[config.mk]
export PLATFORM = sky130hd
export DESIGN_NAME = min_max_bucket_decimator_core_flat
export DESIGN_NICKNAME = d
export VERILOG_FILES = /design/src/hdl/mmbd_pkg.sv /design/src/hdl/mmbd_if.sv /design/src/hdl/mmbd_front.sv /design/src/hdl/mmbd_fifo.sv /design/src/hdl/mmbd_back.sv /design/src/hdl/min_max_bucket_decimator_core.sv /design/src/flat_wrapper.sv
export SDC_FILE = /design/constraint.sdc
export NUM_CORES = 2
export LEC_CHECK = 0
export ABC_CLOCK_PERIOD_IN_PS = 23200
export BUFFER_PORTS_ARGS = -buffer_cell sky130_fd_sc_hd__buf_2
export CAP_MARGIN = 10
export CORE_AREA = 4 4 291 293
export CTS_CLUSTER_SIZE = 30
export DETAILED_ROUTE_END_ITERATION = 8
export DIE_AREA = 0 0 295 297
export GPL_TIMING_DRIVEN = 0
export PLACE_DENSITY = 0.78
export RECOVER_POWER = 25
export SLEW_MARGIN = 20
export SYNTH_ARGS = -nofsm -noshare
export SYNTH_HDL_FRONTEND = slang
export SYNTH_HIERARCHICAL = 1
export SYNTH_SLANG_ARGS = --single-unit
[constraint.sdc]
create_clock -name clk_i -period 23.2 [get_ports clk_i]
set_clock_uncertainty 0.1 [all_clocks]
set_input_delay 2.32 -clock clk_i [delete_from_list [all_inputs] [get_ports clk_i]]
set_output_delay 2.32 -clock clk_i [all_outputs]
set_load 0.05 [all_outputs]
[src/hdl/mmbd_pkg.sv]
// Shared types and constants of the min/max bucket decimator.
// No dependencies; every other file but the assertion macro header imports this package.
`default_nettype none

package mmbd_pkg;

  localparam int unsigned KEY_W      = 32;
  localparam int unsigned VALUE_W    = 16;
  localparam int unsigned COUNT_W    = 24;
  localparam int unsigned BUCKET_W   = 16;
  localparam int unsigned PROD_W     = 41;
  localparam int unsigned SUM_W      = 56;
  localparam int unsigned CFG_DATA_W = 24;
  localparam int unsigned FIFO_DEPTH = 4;
  localparam int unsigned FIFO_AW    = 2;
  localparam int unsigned DIV_STEPS  = SUM_W;
  localparam int unsigned DIV_CNT_W  = 6;

  localparam logic signed [VALUE_W-1:0] VALUE_MAX = {1'b0, {(VALUE_W-1){1'b1}}};
  localparam logic signed [VALUE_W-1:0] VALUE_MIN = {1'b1, {(VALUE_W-1){1'b0}}};

  // Configuration register indexes.
  typedef enum logic {
    CFG_TOTAL_COUNT = 1'b0,
    CFG_NUM_BUCKETS = 1'b1
  } cfg_reg_e;

  // Back part sequencer states.
  typedef enum logic [1:0] {
    BK_IDLE,
    BK_DIVIDE,
    BK_EMIT_MIN,
    BK_EMIT_MAX
  } back_state_e;

  // Configuration as seen by the front part.
  typedef struct packed {
    logic [COUNT_W-1:0]  total_count;
    logic [BUCKET_W-1:0] num_buckets;
  } cfg_t;

  // Summary of one closed bucket, passed from front to back.
  typedef struct packed {
    logic [SUM_W-1:0]          key_sum;
    logic [COUNT_W-1:0]        valid_count;
    logic signed [VALUE_W-1:0] min_value;
    logic signed [VALUE_W-1:0] max_value;
    logic                      end_of_frame;
    logic [BUCKET_W-1:0]       bucket_number;
  } bucket_rec_t;

  // Queue status flags.
  typedef struct packed {
    logic full;
    logic empty;
  } fifo_status_t;

endpackage

`default_nettype wire

[src/hdl/mmbd_if.sv]
// Stream interfaces of the min/max bucket decimator: samples in, points out.
// Depends on mmbd_pkg for the field widths.
`default_nettype none

interface mmbd_sample_if import mmbd_pkg::*; ();
  logic                      valid;
  logic                      ready;
  logic [KEY_W-1:0]          sample_key;
  logic signed [VALUE_W-1:0] sample_value;
  logic                      sample_valid;

  modport source (output valid, sample_key, sample_value, sample_valid, input ready);
  modport sink   (input valid, sample_key, sample_value, sample_valid, output ready);
endinterface

interface mmbd_point_if import mmbd_pkg::*; ();
  logic                      valid;
  logic                      ready;
  logic [KEY_W-1:0]          point_key;
  logic signed [VALUE_W-1:0] point_value;
  logic                      gap;
  logic                      last_of_pair;
  logic                      end_of_frame;
  logic [BUCKET_W-1:0]       bucket_number;

  modport source (output valid, point_key, point_value, gap, last_of_pair, end_of_frame,
                  bucket_number, input ready);
  modport sink   (input valid, point_key, point_value, gap, last_of_pair, end_of_frame,
                  bucket_number, output ready);
endinterface

`default_nettype wire

[src/hdl/mmbd_front.sv]
// Front part: takes one sample a cycle while the queue has room, tracks bucket boundaries
// and statistics, and pushes a summary record when a bucket closes. Depends on mmbd_pkg, mmbd_if.
`default_nettype none

module mmbd_front import mmbd_pkg::*; (
  input  wire logic         clk_i,
  input  wire logic         rst_ni,
  input  wire cfg_t         cfg_i,
  mmbd_sample_if.sink       sample_i,
  input  wire fifo_status_t fifo_stat_i,
  output logic              push_o,
  output bucket_rec_t       rec_o
);

  logic [COUNT_W-1:0]        pos_q, pos_d;
  logic [PROD_W-1:0]         prod_q, prod_d;
  logic [PROD_W-1:0]         thr_q, thr_d;
  logic [BUCKET_W-1:0]       bc_q, bc_d;
  logic signed [VALUE_W-1:0] min_q, min_d;
  logic signed [VALUE_W-1:0] max_q, max_d;
  logic [SUM_W-1:0]          sum_q, sum_d;
  logic [COUNT_W-1:0]        cnt_q, cnt_d;

  logic [COUNT_W-1:0]        t_eff, nb_raw, nb_eff;
  logic [PROD_W-1:0]         thr_cur, prod_cur, prod_next;
  logic [BUCKET_W-1:0]       bc_cur;
  logic [PROD_W:0]           lhs;
  logic signed [VALUE_W-1:0] min_new, max_new;
  logic [SUM_W-1:0]          sum_new;
  logic [COUNT_W-1:0]        cnt_new;
  logic                      accept, frame_end, close;

  // Clamp the configuration: zero acts as one, buckets never exceed samples.
  always_comb begin
    t_eff  = (cfg_i.total_count == '0) ? COUNT_W'(1) : cfg_i.total_count;
    nb_raw = (cfg_i.num_buckets == '0) ? COUNT_W'(1) : COUNT_W'(cfg_i.num_buckets);
    nb_eff = (nb_raw > t_eff) ? t_eff : nb_raw;
  end

  assign sample_i.ready = !fifo_stat_i.full;
  assign accept         = sample_i.valid && !fifo_stat_i.full;

  // Boundary values in force for this sample; position zero restarts the frame.
  always_comb begin
    if (pos_q == '0) begin
      thr_cur  = PROD_W'(t_eff);
      prod_cur = '0;
      bc_cur   = '0;
    end else begin
      thr_cur  = thr_q;
      prod_cur = prod_q;
      bc_cur   = bc_q;
    end
  end

  // Running statistics including this sample.
  always_comb begin
    min_new = min_q;
    max_new = max_q;
    sum_new = sum_q;
    cnt_new = cnt_q;
    if (sample_i.sample_valid) begin
      if (sample_i.sample_value < min_q) min_new = sample_i.sample_value;
      if (sample_i.sample_value > max_q) max_new = sample_i.sample_value;
      sum_new = sum_q + SUM_W'(sample_i.sample_key);
      cnt_new = cnt_q + COUNT_W'(1);
    end
  end

  // Bucket close decision: frame end, or the product has passed the threshold.
  always_comb begin
    frame_end = ({1'b0, pos_q} + (COUNT_W+1)'(1)) >= {1'b0, t_eff};
    lhs       = {1'b0, prod_cur} + (PROD_W+1)'({nb_eff, 1'b0});
    close     = frame_end || (lhs > {1'b0, thr_cur});
    prod_next = prod_cur + PROD_W'(nb_eff);
  end

  // Next state of the counters and accumulators.
  always_comb begin
    pos_d  = pos_q;
    prod_d = prod_q;
    thr_d  = thr_q;
    bc_d   = bc_q;
    min_d  = min_q;
    max_d  = max_q;
    sum_d  = sum_q;
    cnt_d  = cnt_q;
    if (accept) begin
      if (!close) begin
        pos_d  = pos_q + COUNT_W'(1);
        prod_d = prod_next;
        thr_d  = thr_cur;
        bc_d   = bc_cur;
        min_d  = min_new;
        max_d  = max_new;
        sum_d  = sum_new;
        cnt_d  = cnt_new;
      end else begin
        min_d = VALUE_MAX;
        max_d = VALUE_MIN;
        sum_d = '0;
        cnt_d = '0;
        if (frame_end) begin
          pos_d  = '0;
          prod_d = '0;
          thr_d  = '0;
          bc_d   = '0;
        end else begin
          pos_d  = pos_q + COUNT_W'(1);
          prod_d = prod_next;
          thr_d  = thr_cur + PROD_W'(t_eff);
          bc_d   = bc_cur + BUCKET_W'(1);
        end
      end
    end
  end

  // Record of the closing bucket.
  always_comb begin
    push_o              = accept && close;
    rec_o.key_sum       = sum_new;
    rec_o.valid_count   = cnt_new;
    rec_o.min_value     = min_new;
    rec_o.max_value     = max_new;
    rec_o.end_of_frame  = frame_end;
    rec_o.bucket_number = bc_cur;
  end

  always_ff @(posedge clk_i or negedge rst_ni) begin
    if (!rst_ni) begin
      pos_q  <= '0;
      prod_q <= '0;
      thr_q  <= '0;
      bc_q   <= '0;
      min_q  <= VALUE_MAX;
      max_q  <= VALUE_MIN;
      sum_q  <= '0;
      cnt_q  <= '0;
    end else begin
      pos_q  <= pos_d;
      prod_q <= prod_d;
      thr_q  <= thr_d;
      bc_q   <= bc_d;
      min_q  <= min_d;
      max_q  <= max_d;
      sum_q  <= sum_d;
      cnt_q  <= cnt_d;
    end
  end

endmodule

`default_nettype wire

[src/hdl/mmbd_fifo.sv]
// Short queue of closed-bucket records between the front and back parts.
// Depends on mmbd_pkg.
`default_nettype none

module mmbd_fifo import mmbd_pkg::*; (
  input  wire logic         clk_i,
  input  wire logic         rst_ni,
  input  wire logic         push_i,
  input  wire bucket_rec_t  rec_i,
  input  wire logic         pop_i,
  output bucket_rec_t       rec_o,
  output fifo_status_t      stat_o
);

  bucket_rec_t          mem_q [FIFO_DEPTH];
  logic [FIFO_AW-1:0]   wr_ptr_q, rd_ptr_q;
  logic [FIFO_AW:0]     fill_q;
  logic                 do_push, do_pop;

  assign stat_o.full  = (fill_q == (FIFO_AW+1)'(FIFO_DEPTH));
  assign stat_o.empty = (fill_q == '0);
  assign do_push      = push_i && !stat_o.full;
  assign do_pop       = pop_i && !stat_o.empty;
  assign rec_o        = mem_q[rd_ptr_q];

  // Storage, written at the tail.
  always_ff @(posedge clk_i) begin
    if (do_push) begin
      mem_q[wr_ptr_q] <= rec_i;
    end
  end

  // Pointers and fill level.
  always_ff @(posedge clk_i or negedge rst_ni) begin
    if (!rst_ni) begin
      wr_ptr_q <= '0;
      rd_ptr_q <= '0;
      fill_q   <= '0;
    end else begin
      if (do_push) wr_ptr_q <= wr_ptr_q + FIFO_AW'(1);
      if (do_pop)  rd_ptr_q <= rd_ptr_q + FIFO_AW'(1);
      if (do_push && !do_pop) begin
        fill_q <= fill_q + (FIFO_AW+1)'(1);
      end else if (do_pop && !do_push) begin
        fill_q <= fill_q - (FIFO_AW+1)'(1);
      end
    end
  end

endmodule

`default_nettype wire

[src/hdl/mmbd_back.sv]
// Back part: takes bucket records, divides key sum by valid count one bit a cycle
// and emits the minimum and maximum points. Depends on mmbd_pkg, mmbd_if.
`default_nettype none

module mmbd_back import mmbd_pkg::*; (
  input  wire logic         clk_i,
  input  wire logic         rst_ni,
  input  wire bucket_rec_t  rec_i,
  input  wire fifo_status_t fifo_stat_i,
  output logic              pop_o,
  mmbd_point_if.source      point_o
);

  localparam logic [DIV_CNT_W-1:0] DIV_LAST = DIV_CNT_W'(DIV_STEPS - 1);

  back_state_e         state_q, state_d;
  bucket_rec_t         rec_q;
  logic [COUNT_W:0]    rem_q, rem_shift;
  logic [SUM_W-1:0]    quo_q;
  logic [DIV_CNT_W-1:0] step_q;
  logic                rem_ge, out_free, load_min, load_max, is_gap;

  logic                      out_valid_q;
  logic [KEY_W-1:0]          out_key_q;
  logic signed [VALUE_W-1:0] out_value_q;
  logic                      out_gap_q, out_last_q, out_eof_q;
  logic [BUCKET_W-1:0]       out_bucket_q;

  assign out_free = !out_valid_q || point_o.ready;
  assign is_gap   = (rec_q.valid_count == '0);

  // One restoring division step.
  always_comb begin
    rem_shift = {rem_q[COUNT_W-1:0], quo_q[SUM_W-1]};
    rem_ge    = rem_shift >= {1'b0, rec_q.valid_count};
  end

  // Sequencer: fetch, divide unless the bucket is all gap, then the two points of the pair.
  always_comb begin
    state_d  = state_q;
    pop_o    = 1'b0;
    load_min = 1'b0;
    load_max = 1'b0;
    unique case (state_q)
      BK_IDLE: begin
        if (!fifo_stat_i.empty) begin
          pop_o   = 1'b1;
          state_d = (rec_i.valid_count == '0) ? BK_EMIT_MIN : BK_DIVIDE;
        end
      end
      BK_DIVIDE: begin
        if (step_q == DIV_LAST) state_d = BK_EMIT_MIN;
      end
      BK_EMIT_MIN: begin
        if (out_free) begin
          load_min = 1'b1;
          state_d  = BK_EMIT_MAX;
        end
      end
      BK_EMIT_MAX: begin
        if (out_free) begin
          load_max = 1'b1;
          state_d  = BK_IDLE;
        end
      end
      default: state_d = BK_IDLE;
    endcase
  end

  always_ff @(posedge clk_i or negedge rst_ni) begin
    if (!rst_ni) begin
      state_q     <= BK_IDLE;
      step_q      <= '0;
      out_valid_q <= 1'b0;
    end else begin
      state_q <= state_d;
      if (pop_o) begin
        step_q <= '0;
      end else if (state_q == BK_DIVIDE) begin
        step_q <= step_q + DIV_CNT_W'(1);
      end
      if (load_min || load_max) begin
        out_valid_q <= 1'b1;
      end else if (point_o.ready) begin
        out_valid_q <= 1'b0;
      end
    end
  end

  // Record, divider datapath and output register.
  always_ff @(posedge clk_i) begin
    if (pop_o) begin
      rec_q <= rec_i;
      rem_q <= '0;
      quo_q <= rec_i.key_sum;
    end else if (state_q == BK_DIVIDE) begin
      rem_q <= rem_ge ? (rem_shift - {1'b0, rec_q.valid_count}) : rem_shift;
      quo_q <= {quo_q[SUM_W-2:0], rem_ge};
    end
    if (load_min || load_max) begin
      out_key_q    <= is_gap ? '0 : quo_q[KEY_W-1:0];
      out_value_q  <= is_gap ? '0 : (load_min ? rec_q.min_value : rec_q.max_value);
      out_gap_q    <= is_gap;
      out_last_q   <= load_max;
      out_eof_q    <= rec_q.end_of_frame;
      out_bucket_q <= rec_q.bucket_number;
    end
  end

  assign point_o.valid         = out_valid_q;
  assign point_o.point_key     = out_key_q;
  assign point_o.point_value   = out_value_q;
  assign point_o.gap           = out_gap_q;
  assign point_o.last_of_pair  = out_last_q;
  assign point_o.end_of_frame  = out_eof_q;
  assign point_o.bucket_number = out_bucket_q;

endmodule

`default_nettype wire

[src/hdl/min_max_bucket_decimator_core.sv]
// Top level of the min/max bucket decimator: configuration registers, front, queue, back.
// Depends on mmbd_pkg, mmbd_if, mmbd_front, mmbd_fifo and mmbd_back.
`default_nettype none

// The front part takes one sample every clock cycle while the four-entry bucket queue
// has room. A bucket with at least one valid sample takes the back part through a fetch,
// 56 steps of the bit-serial key-sum divider and the emission of its two points; an
// all-gap bucket skips the divider. Output stalls lengthen this. When buckets close faster
// than the back part drains them, the divider sets the pace and sample ready drops while
// the queue is full.

module min_max_bucket_decimator_core import mmbd_pkg::*; (
  input  wire logic                  clk_i,
  input  wire logic                  rst_ni,
  input  wire logic                  cfg_we_i,
  input  wire cfg_reg_e              cfg_index_i,
  input  wire logic [CFG_DATA_W-1:0] cfg_data_i,
  mmbd_sample_if.sink                sample_i,
  mmbd_point_if.source               point_o
);

  cfg_t         cfg_q;
  bucket_rec_t  push_rec, pop_rec;
  fifo_status_t fifo_stat;
  logic         push, pop;

  // Configuration registers.
  always_ff @(posedge clk_i or negedge rst_ni) begin
    if (!rst_ni) begin
      cfg_q.total_count <= COUNT_W'(1);
      cfg_q.num_buckets <= BUCKET_W'(1);
    end else if (cfg_we_i) begin
      unique case (cfg_index_i)
        CFG_TOTAL_COUNT: cfg_q.total_count <= cfg_data_i[COUNT_W-1:0];
        CFG_NUM_BUCKETS: cfg_q.num_buckets <= cfg_data_i[BUCKET_W-1:0];
        default: ;
      endcase
    end
  end

  mmbd_front u_front (
    .clk_i       (clk_i),
    .rst_ni      (rst_ni),
    .cfg_i       (cfg_q),
    .sample_i    (sample_i),
    .fifo_stat_i (fifo_stat),
    .push_o      (push),
    .rec_o       (push_rec)
  );

  mmbd_fifo u_fifo (
    .clk_i  (clk_i),
    .rst_ni (rst_ni),
    .push_i (push),
    .rec_i  (push_rec),
    .pop_i  (pop),
    .rec_o  (pop_rec),
    .stat_o (fifo_stat)
  );

  mmbd_back u_back (
    .clk_i       (clk_i),
    .rst_ni      (rst_ni),
    .rec_i       (pop_rec),
    .fifo_stat_i (fifo_stat),
    .pop_o       (pop),
    .point_o     (point_o)
  );

endmodule

`default_nettype wire

[src/flat_wrapper.sv]
// flat-port wrapper written by rule: the top's interface ports become plain ports
module min_max_bucket_decimator_core_flat import mmbd_pkg::*;
  (clk_i, rst_ni, cfg_we_i, cfg_index_i, cfg_data_i, sample_i_valid, sample_i_sample_key, sample_i_sample_value, sample_i_sample_valid, sample_i_ready, point_o_valid, point_o_point_key, point_o_point_value, point_o_gap, point_o_last_of_pair, point_o_end_of_frame, point_o_bucket_number, point_o_ready);
  mmbd_sample_if sample_i_i ();
  mmbd_point_if point_o_i ();
  input  wire logic clk_i;
  input  wire logic rst_ni;
  input  wire logic cfg_we_i;
  input  wire cfg_reg_e cfg_index_i;
  input  wire logic [CFG_DATA_W-1:0] cfg_data_i;
  input wire logic [$bits(sample_i_i.valid)-1:0] sample_i_valid;
  input wire logic [$bits(sample_i_i.sample_key)-1:0] sample_i_sample_key;
  input wire logic [$bits(sample_i_i.sample_value)-1:0] sample_i_sample_value;
  input wire logic [$bits(sample_i_i.sample_valid)-1:0] sample_i_sample_valid;
  output wire logic [$bits(sample_i_i.ready)-1:0] sample_i_ready;
  output wire logic [$bits(point_o_i.valid)-1:0] point_o_valid;
  output wire logic [$bits(point_o_i.point_key)-1:0] point_o_point_key;
  output wire logic [$bits(point_o_i.point_value)-1:0] point_o_point_value;
  output wire logic [$bits(point_o_i.gap)-1:0] point_o_gap;
  output wire logic [$bits(point_o_i.last_of_pair)-1:0] point_o_last_of_pair;
  output wire logic [$bits(point_o_i.end_of_frame)-1:0] point_o_end_of_frame;
  output wire logic [$bits(point_o_i.bucket_number)-1:0] point_o_bucket_number;
  input wire logic [$bits(point_o_i.ready)-1:0] point_o_ready;
  assign sample_i_i.valid = sample_i_valid;
  assign sample_i_i.sample_key = sample_i_sample_key;
  assign sample_i_i.sample_value = sample_i_sample_value;
  assign sample_i_i.sample_valid = sample_i_sample_valid;
  assign sample_i_ready = sample_i_i.ready;
  assign point_o_valid = point_o_i.valid;
  assign point_o_point_key = point_o_i.point_key;
  assign point_o_point_value = point_o_i.point_value;
  assign point_o_gap = point_o_i.gap;
  assign point_o_last_of_pair = point_o_i.last_of_pair;
  assign point_o_end_of_frame = point_o_i.end_of_frame;
  assign point_o_bucket_number = point_o_i.bucket_number;
  assign point_o_i.ready = point_o_ready;
  min_max_bucket_decimator_core u_core (.clk_i(clk_i), .rst_ni(rst_ni), .cfg_we_i(cfg_we_i), .cfg_index_i(cfg_index_i), .cfg_data_i(cfg_data_i), .sample_i(sample_i_i), .point_o(point_o_i));
endmodule
Word-level counts from Yosys, hierarchy flattened

Memory sizes are Yosys's and may differ from the RTL's.
Index checks and enable logic that the tools add are counted.

Register bits after elaboration: 510
Latch bits: 0
Memory bits (writable): 516
ROM bits: 0
Bits of input ports: 79
Output and inout port bits: 69
Word-level logic and storage cells: 134
Memories: 1

Memory list:

| memory              | depth | width | rd ports | clocked after memory_dff | write ports | line            | RTL |
|---|---|---|---|---|---|---|---|
| u_core.u_fifo.mem_q | 4     | 129   | 1        | 0                        | 1           | mmbd_fifo.sv:15 | `bucket_rec_t mem_q [FIFO_DEPTH];` |

Add/sub/neg operators: 14
Multiply operators: 0
Divide/modulo/power cells: 0
$lt $le $gt $ge: 6
Eq/ne operators: 9
Shift operators: 0
Multiplexer cells: 47
Bitwise logic cells: 1
Reduce and logical (&&, ||, !) cells: 27

Operators by type and width:

| operator                                      | number |
|---|---|
| two-way mux 41 bit                            | 6 |
| two-way mux 56 bit                            | 4 |
| two-way mux 16 bit                            | 11 |
| two-way mux 24 bit                            | 7 |
| logical NOT 24 bit                            | 4 |
| adder 41 x 24 -> 41 bit                       | 2 |
| adder 56 x 32 -> 56 bit                       | 1 |
| >= comparator 25 x 24 -> 1 bit                | 2 |
| adder 24 x 1 -> 24 bit, second input constant | 2 |
| adder 41 x 25 -> 42 bit                       | 1 |
| > comparator 42 x 41 -> 1 bit                 | 1 |
| adder 24 x 1 -> 25 bit, second input constant | 1 |
| > comparator 16 x 24 -> 1 bit                 | 1 |
| subtractor 24 bit                             | 1 |
| adder 16 x 1 -> 16 bit, second input constant | 1 |
| > comparator 16 bit                           | 1 |
| logical NOT 16 bit                            | 1 |
| less-than comparator 16 bit                   | 1 |
| two-way mux 6 bit                             | 2 |
| two-way mux 2 bit                             | 5 |
| two-way mux 1 bit                             | 9 |
| inequality test 2 bit, second input constant  | 4 |
| one-hot mux 2 bit (4 select lines)            | 1 |
| adder 6 x 1 -> 6 bit, second input constant   | 1 |
| 17 further kinds                              | 34 |

Longest topological paths before layout

Word-level depth: 13
Depth in mapped cells: 46
Gate-level depth less buffers: 43

Hierarchy

The synthesis kept the hierarchy.

Modules (own cells, without submodules):

| module                        | instances | cells each | area an instance (um^2) | sequential area each (um^2) |
|---|---|---|---|---|
| mmbd_front                    | 1         | 2530       | 21314.2                 | 5875.6 |
| mmbd_fifo                     | 1         | 711        | 19029.5                 | 15670.0 |
| mmbd_back                     | 1         | 863        | 10169.8                 | 6591.3 |
| min_max_bucket_decimator_core | 1         | 86         | 1594.0                  | 1003.5 |

Worst setup path after synthesis

No wires, ideal clock.

Kind: register to register
From: register u_core/cfg_q[17] in the netlist's numbering
To: memory u_core/u_fifo/mem_q[3][0] in the netlist's numbering (enable)
Library setup time: 0.621 ns
Data arrival time: 12.532 ns
Data required time: 22.479 ns
Slack: 9.947 ns
Cell stages (with the launch flop): 39
Path buffers: 2
Clock period less this slack: 13.253 ns
Cells stage by stage: dfrtp_1 nor4_1 nand4_1 o21bai_1 ha_1 nor2b_1 o21a_1 o21a_1 o21a_1 o21a_1 o21a_1 o21a_1 o21ai_0 a31oi_1 buf_2 mux2_2 ha_1 nor2b_1 [3 not listed] o41a_1 a21boi_0 o21bai_1 a21oi_1 xnor2_1 ha_1 nand4_1 nor3_1 a41oi_1 a21oi_1 nor4_4 a2bb2oi_4 nand2_4 clkbuf_1 nor2_1 nor2_1 nand2_1 nor2_1

Cells in the longest elaborated chain, start to end: 11
Elaborated cells between the ends (all ways): 13
Those cells by class: add/sub: 1; order compare: 3; mux: 5; reduce/logical: 4

RTL lines:

| what                                      | line                                | RTL |
|---|---|---|
| start: declaration                        | min_max_bucket_decimator_core.sv:22 | `cfg_t cfg_q;` |
| logical NOT 24 bit                        | mmbd_front.sv:35                    | `t_eff = (cfg_i.total_count == '0) ? COUNT_W'(1) : cfg_i.total_count;` |
| two-way mux 24 bit *                      | mmbd_front.sv:35                    |  |
| > comparator 16 x 24 -> 1 bit             | mmbd_front.sv:37                    | `nb_eff = (nb_raw > t_eff) ? t_eff : nb_raw;` |
| two-way mux 24 bit                        | mmbd_front.sv:37                    |  |
| adder 41 x 25 -> 42 bit                   | mmbd_front.sv:73                    | `lhs = {1'b0, prod_cur} + (PROD_W+1)'({nb_eff, 1'b0});` |
| > comparator 42 x 41 -> 1 bit             | mmbd_front.sv:74                    | `close = frame_end \|\| (lhs > {1'b0, thr_cur});` |
| logical OR 1 bit *                        | mmbd_front.sv:74                    |  |
| logical AND 1 bit *                       | mmbd_front.sv:120                   | `push_o = accept && close;` |
| via u_core.push                           | min_max_bucket_decimator_core.sv:25 | `logic push, pop;` |
| logical AND 1 bit *                       | mmbd_fifo.sv:22                     | `assign do_push = push_i && !stat_o.full;` |
| two-way mux 1 bit *                       | mmbd_fifo.sv:28                     | `if (do_push) begin` |
| two-way mux 1 bit (not written as such) * | mmbd_fifo.sv:29                     | `mem_q[wr_ptr_q] <= rec_i;` |
| end: declaration                          | mmbd_fifo.sv:15                     |  |

The timed path passes the listed nets; every way through them passes the cells marked *.

Worst setup path in the final report

From: register u_core/cfg_q[37] in the netlist's numbering
To: memory u_core/u_fifo/mem_q[1][93] in the netlist's numbering (enable)

Cells in the longest elaborated chain, start to end: 11
Elaborated cells between the ends (all ways): 13
Those cells by class: add/sub: 1; order compare: 3; mux: 5; reduce/logical: 4

RTL lines:

| what                                      | line                                | RTL |
|---|---|---|
| logical NOT 24 bit                        | mmbd_front.sv:35                    |  |
| two-way mux 24 bit *                      | mmbd_front.sv:35                    |  |
| > comparator 16 x 24 -> 1 bit             | mmbd_front.sv:37                    |  |
| two-way mux 24 bit                        | mmbd_front.sv:37                    |  |
| adder 41 x 25 -> 42 bit                   | mmbd_front.sv:73                    |  |
| > comparator 42 x 41 -> 1 bit             | mmbd_front.sv:74                    |  |
| logical OR 1 bit *                        | mmbd_front.sv:74                    |  |
| logical AND 1 bit *                       | mmbd_front.sv:120                   |  |
| via u_core.push                           | min_max_bucket_decimator_core.sv:25 |  |
| logical AND 1 bit *                       | mmbd_fifo.sv:22                     |  |
| via u_core.u_fifo.do_push                 | mmbd_fifo.sv:18                     | `logic do_push, do_pop;` |
| two-way mux 1 bit *                       | mmbd_fifo.sv:28                     |  |
| two-way mux 1 bit (not written as such) * | mmbd_fifo.sv:29                     |  |

Marked as above.

==> results by group <==
Placed design
  • Count of input and output buffers: 147
  • Count of placed standard cells including taps: between 5000 and 6000
  • Final weighted congestion in routability-driven placement: approximately 0.94
  • Post-DP HPWL: 93.66 mm

Yosys
  • Netlist Area Pre-Place: between 50000 and 60000 µm²
  • Register bit total from synthesis: 1026
  • Share of flip-flops with an asynchronous set or reset after synthesis: 28.27%
  • Number of warning messages in the yosys log: 6
  • Post-synthesis sequential area ratio: 55.92%
  • Count of flip-flops with a built-in enable after synthesis: 712
  • Syn avg cell area: roughly 12 µm²
  • Leading register cell type out of synthesis: sky130_fd_sc_hd__edfxtp_1
  • Post-synthesis cell count: 4190
  • Number of distinct standard cells referenced by the synthesized netlist: 114

STA
  • Worst slew slack as a fraction of its limit: -250.3%
  • Setup-violating endpoint count in the final report: 0
  • Fmax: between 0.08 and 0.09 GHz
  • Sum of negative setup slack: 0 ps
  • Number of max-slew violations in the final report: about 320
  • Final hold vios: 0
  • Post-route minimum period: 11980 ps
  • Worst Max-Slew Pin Slew: 5255 ps
  • Worst slack on hold paths: 314.9 ps
  • RSZ-0062 raised after global routing: false
  • Final period utilization: between 50% and 60%

Worst hold path
  • Type of the most critical hold path: reg2reg

Die
  • DIE WIDTH: 295 µm
  • Starting utilization of the core area: roughly 64%
  • Number of top-level pins: 148
  • Die area: 87620 µm²
  • Number of rows created at floorplan: 105
  • Die Span Y: between 200 and 300 µm
  • Core footprint: 81850 µm²

Cells and area
  • Non-filler cells in the finished layout: around 5600
  • FILL cells: 5535
  • Nets@finish: roughly 4800
  • Commonest non-fill, non-tap cells in the layout: sky130_fd_sc_hd__edfxtp_1, sky130_fd_sc_hd__nand2_1, sky130_fd_sc_hd__dfrtp_1
  • Fraction of layout instances using a drive strength above 1: 15.56%
  • Layout area overhead: 11.50%
  • Diodes inserted: 0
  • Most common cell after layout, fill and taps aside: sky130_fd_sc_hd__edfxtp_1
  • Share of the core filled with cells: 70.99%

Power and ir drop
  • Static Leakage: 22.83 nW
  • Peak supply drop: 118.8 µV
  • Design Power: 8.905 mW
  • PwrDens: approximately 150 nW/µm²

Global routing
  • Global routing usage summed across all routing layers: 30.92%
  • First-pass GRT wire length: 210.2 mm
  • Total overflow reported by the global router: 0
  • Antenna violations before repair: 1
  • Number of global-route vias before repair: about 37000
  • Pin count of the biggest net entering global routing: 91

Clocking
  • Clock sink total: approximately 1000
  • Clock tree root driver cell: sky130_fd_sc_hd__clkbuf_16
  • Clock tree from TritonCTS: yes
  • Total number of H-tree levels: 3
  • Hold-fix buffers, CTS: 0
  • Longest Clk Path Bufs: 3
  • Clock insertion delay at the later pin of the skew report: 680 ps
  • Postcts setup bufs: 0
  • Post-cts sizing count: 0
  • Number of buffers created by CTS: roughly 100
  • Clock transition at the register clock pins on the worst setup and hold paths after CTS: roughly 60 ps

Outcome
  • Violated checks: max-capacitance violations, max-slew violations
  • Status: complete, but fails checks

Flow run
  • Maximum Capacitance Violations: 5

Setup path
  • Crit path kind: reg2reg
  • Worst Setup End Kind: flip-flop
  • Critical path data required time: 23460 ps
  • Worst EP arrival: ~12000 ps
  • Critical path startpoint category: flip-flop
  • Cell occurring most often along the worst timing path: sky130_fd_sc_hd__o21a_1
  • Delay of the slowest cell on the worst path: 820 ps
  • Worst path slowest cell: sky130_fd_sc_hd__nor4_1
  • Buffers plus inverters on the worst setup path: 6
  • Maximum fanout along the worst path: 46
  • Family with the most delay on the worst path: compound AO/OA/AOI/OAI gates

Routing
  • Number of remaining DRC errors: 0
  • Routed Antenna Nets: 0
  • Drt first-iter violations: 3533
  • Via count: approximately 36000
  • Wire length reported by the detailed router: 135.7 mm
  • Iteration count of the initial detailed-routing pass: 6
  • Wire per inst: 24.09 µm
  • Vias per inst: 6.419
[state kept, by name, summed over array words and instances (netlist names), 16 cells and up]
register                             cells
u_core/u_front/max_q                    16
u_core/u_front/sum_q                    56
u_core/u_fifo/mem_q                    516
u_core/u_front/cnt_q                    24
u_core/u_front/min_q                    16
u_core/cfg_q                            40
u_core/u_front/bc_q                     16
u_core/u_back/point_o.bucket_number     16
u_core/u_front/pos_q                    24
u_core/u_back/quo_q                     56
u_core/u_back/point_o.point_value       16
u_core/u_back/point_o.point_key         32
u_core/u_back/rec_q                     73
u_core/u_back/rem_q                     24
u_core/u_front/prod_q                   41
u_core/u_front/thr_q                    41
[power breakdown]
group / internal, mW / switching (mW)
registers: 2.76 / 0.250
clock network: 1.00 / 0.716
logic: 1.52 / 2.67
total: 5.27 / 3.63
[worst reg2reg max path, delay by kind of cell, from the launching register on]
family | cells | cell delay, ps
AND/OR/NAND/NOR | 12 | 3170
flip-flops | 1 | 440
multiplexers | 1 | 290
adder cells (fa/ha/maj) | 4 | 1230
XOR/XNOR | 1 | 150
AO/OA/AOI/OAI | 19 | 4380
buffers and inverters | 6 | 1860
[path summary, 6_finish.rpt]
check,start,end,slack (ps),cells after the start
max in group asynchronous,rst_ni,u_core/u_front/sum_q[17],14460,2
worst min register to register,u_core/u_back/rec_q[1],u_core/u_back/point_o.bucket_number[1],310,0
min in group asynchronous,rst_ni,u_core/u_front/prod_q[36],2410,1
worst max-delay path,u_core/cfg_q[37],u_core/u_fifo/mem_q[1][93],11220,43
worst max register to register,u_core/cfg_q[37],u_core/u_fifo/mem_q[1][93],11220,43
worst min-delay path,u_core/u_back/rec_q[1],u_core/u_back/point_o.bucket_number[1],310,0
[cells by family (layout without fill, tap and decap cells)]
| group | count (synthesis) | after routing | share of synthesized area (%) |
|---|---|---|---|
| muxes | 252 | 252 | 8.361 |
| xor gates and xnor gates | 204 | 204 | 3.429 |
| other | 1 | 16 | 0.007197 |
| and+or+nand+nor | 1131 | 1131 | 10.42 |
| DFF | 1026 | 1026 | 55.92 |
| buffers and inverters | 384 | 742 | 3.304 |
| adders and majority gates | 261 | 261 | 6.354 |
| AOI/OAI and AO/OA | 931 | 931 | 12.20 |
[per-layer routing]
| metal | share of wire [%] | wire, µm | GRT usage [%] | vias up |
|---|---|---|---|---|
| met4 | 5.7 | 7744 | 15.29 | 0 |
| met3 | 7.4 | 10090 | 4.957 | 419 |
| met1 | 38 | 51640 | 39.69 | 17740 |
| met5 | 0 | 0 | 0 | - |
| met2 | 49 | 66220 | 51.53 | 1714 |
| li1 | - | - | - | 16280 |
[stage by stage]
stage                     worst slack [ps]  cell area [µm²]
after floorplan                       9947            52160
after CTS                            11440            58310
after detailed placement             11560            54790
after global routing                 10880            58100
after global placement                3195            54240
final                                11220            58100
[Yosys cell counts (47+ instances only)]
master	count	area share, %
sky130_fd_sc_hd__mux2_2	92	2.0
sky130_fd_sc_hd__xnor2_1	137	2.3
sky130_fd_sc_hd__a22o_1	74	1.2
sky130_fd_sc_hd__a21o_1	70	1.0
sky130_fd_sc_hd__dfrtp_1	272	13
sky130_fd_sc_hd__nor2_1	179	1.3
sky130_fd_sc_hd__nand3_1	105	1.0
sky130_fd_sc_hd__o31ai_1	56	0.81
sky130_fd_sc_hd__nand2_1	482	3.5
sky130_fd_sc_hd__mux4_2	129	5.6
sky130_fd_sc_hd__nand4_1	59	0.71
sky130_fd_sc_hd__nor2b_1	53	0.64
sky130_fd_sc_hd__buf_2	47	0.45
sky130_fd_sc_hd__clkbuf_1	128	0.92
sky130_fd_sc_hd__a21oi_1	212	2.0
sky130_fd_sc_hd__o21ai_0	199	1.9
sky130_fd_sc_hd__inv_1	159	1.1
sky130_fd_sc_hd__xor2_1	67	1.1
sky130_fd_sc_hd__and2_1	52	0.62
sky130_fd_sc_hd__edfxtp_1	712	41
sky130_fd_sc_hd__ha_1	255	6.1
[area by class of cell]
class | instances | area [µm²] | area share (%)
multi-input combinational | 2795 | 21250 | 36.58
sequential | 1026 | 29140 | 50.16
clock inverter | 62 | 815.8 | 1.404
clock buffer | 127 | 2706 | 4.658
timing repair buffer | 169 | 1161 | 1.998
buffer | 224 | 1080 | 1.859
tap | 1070 | 1339 | 2.304
inverter | 160 | 603.1 | 1.038
Note: power is estimated with default switching activity, not from simulation.
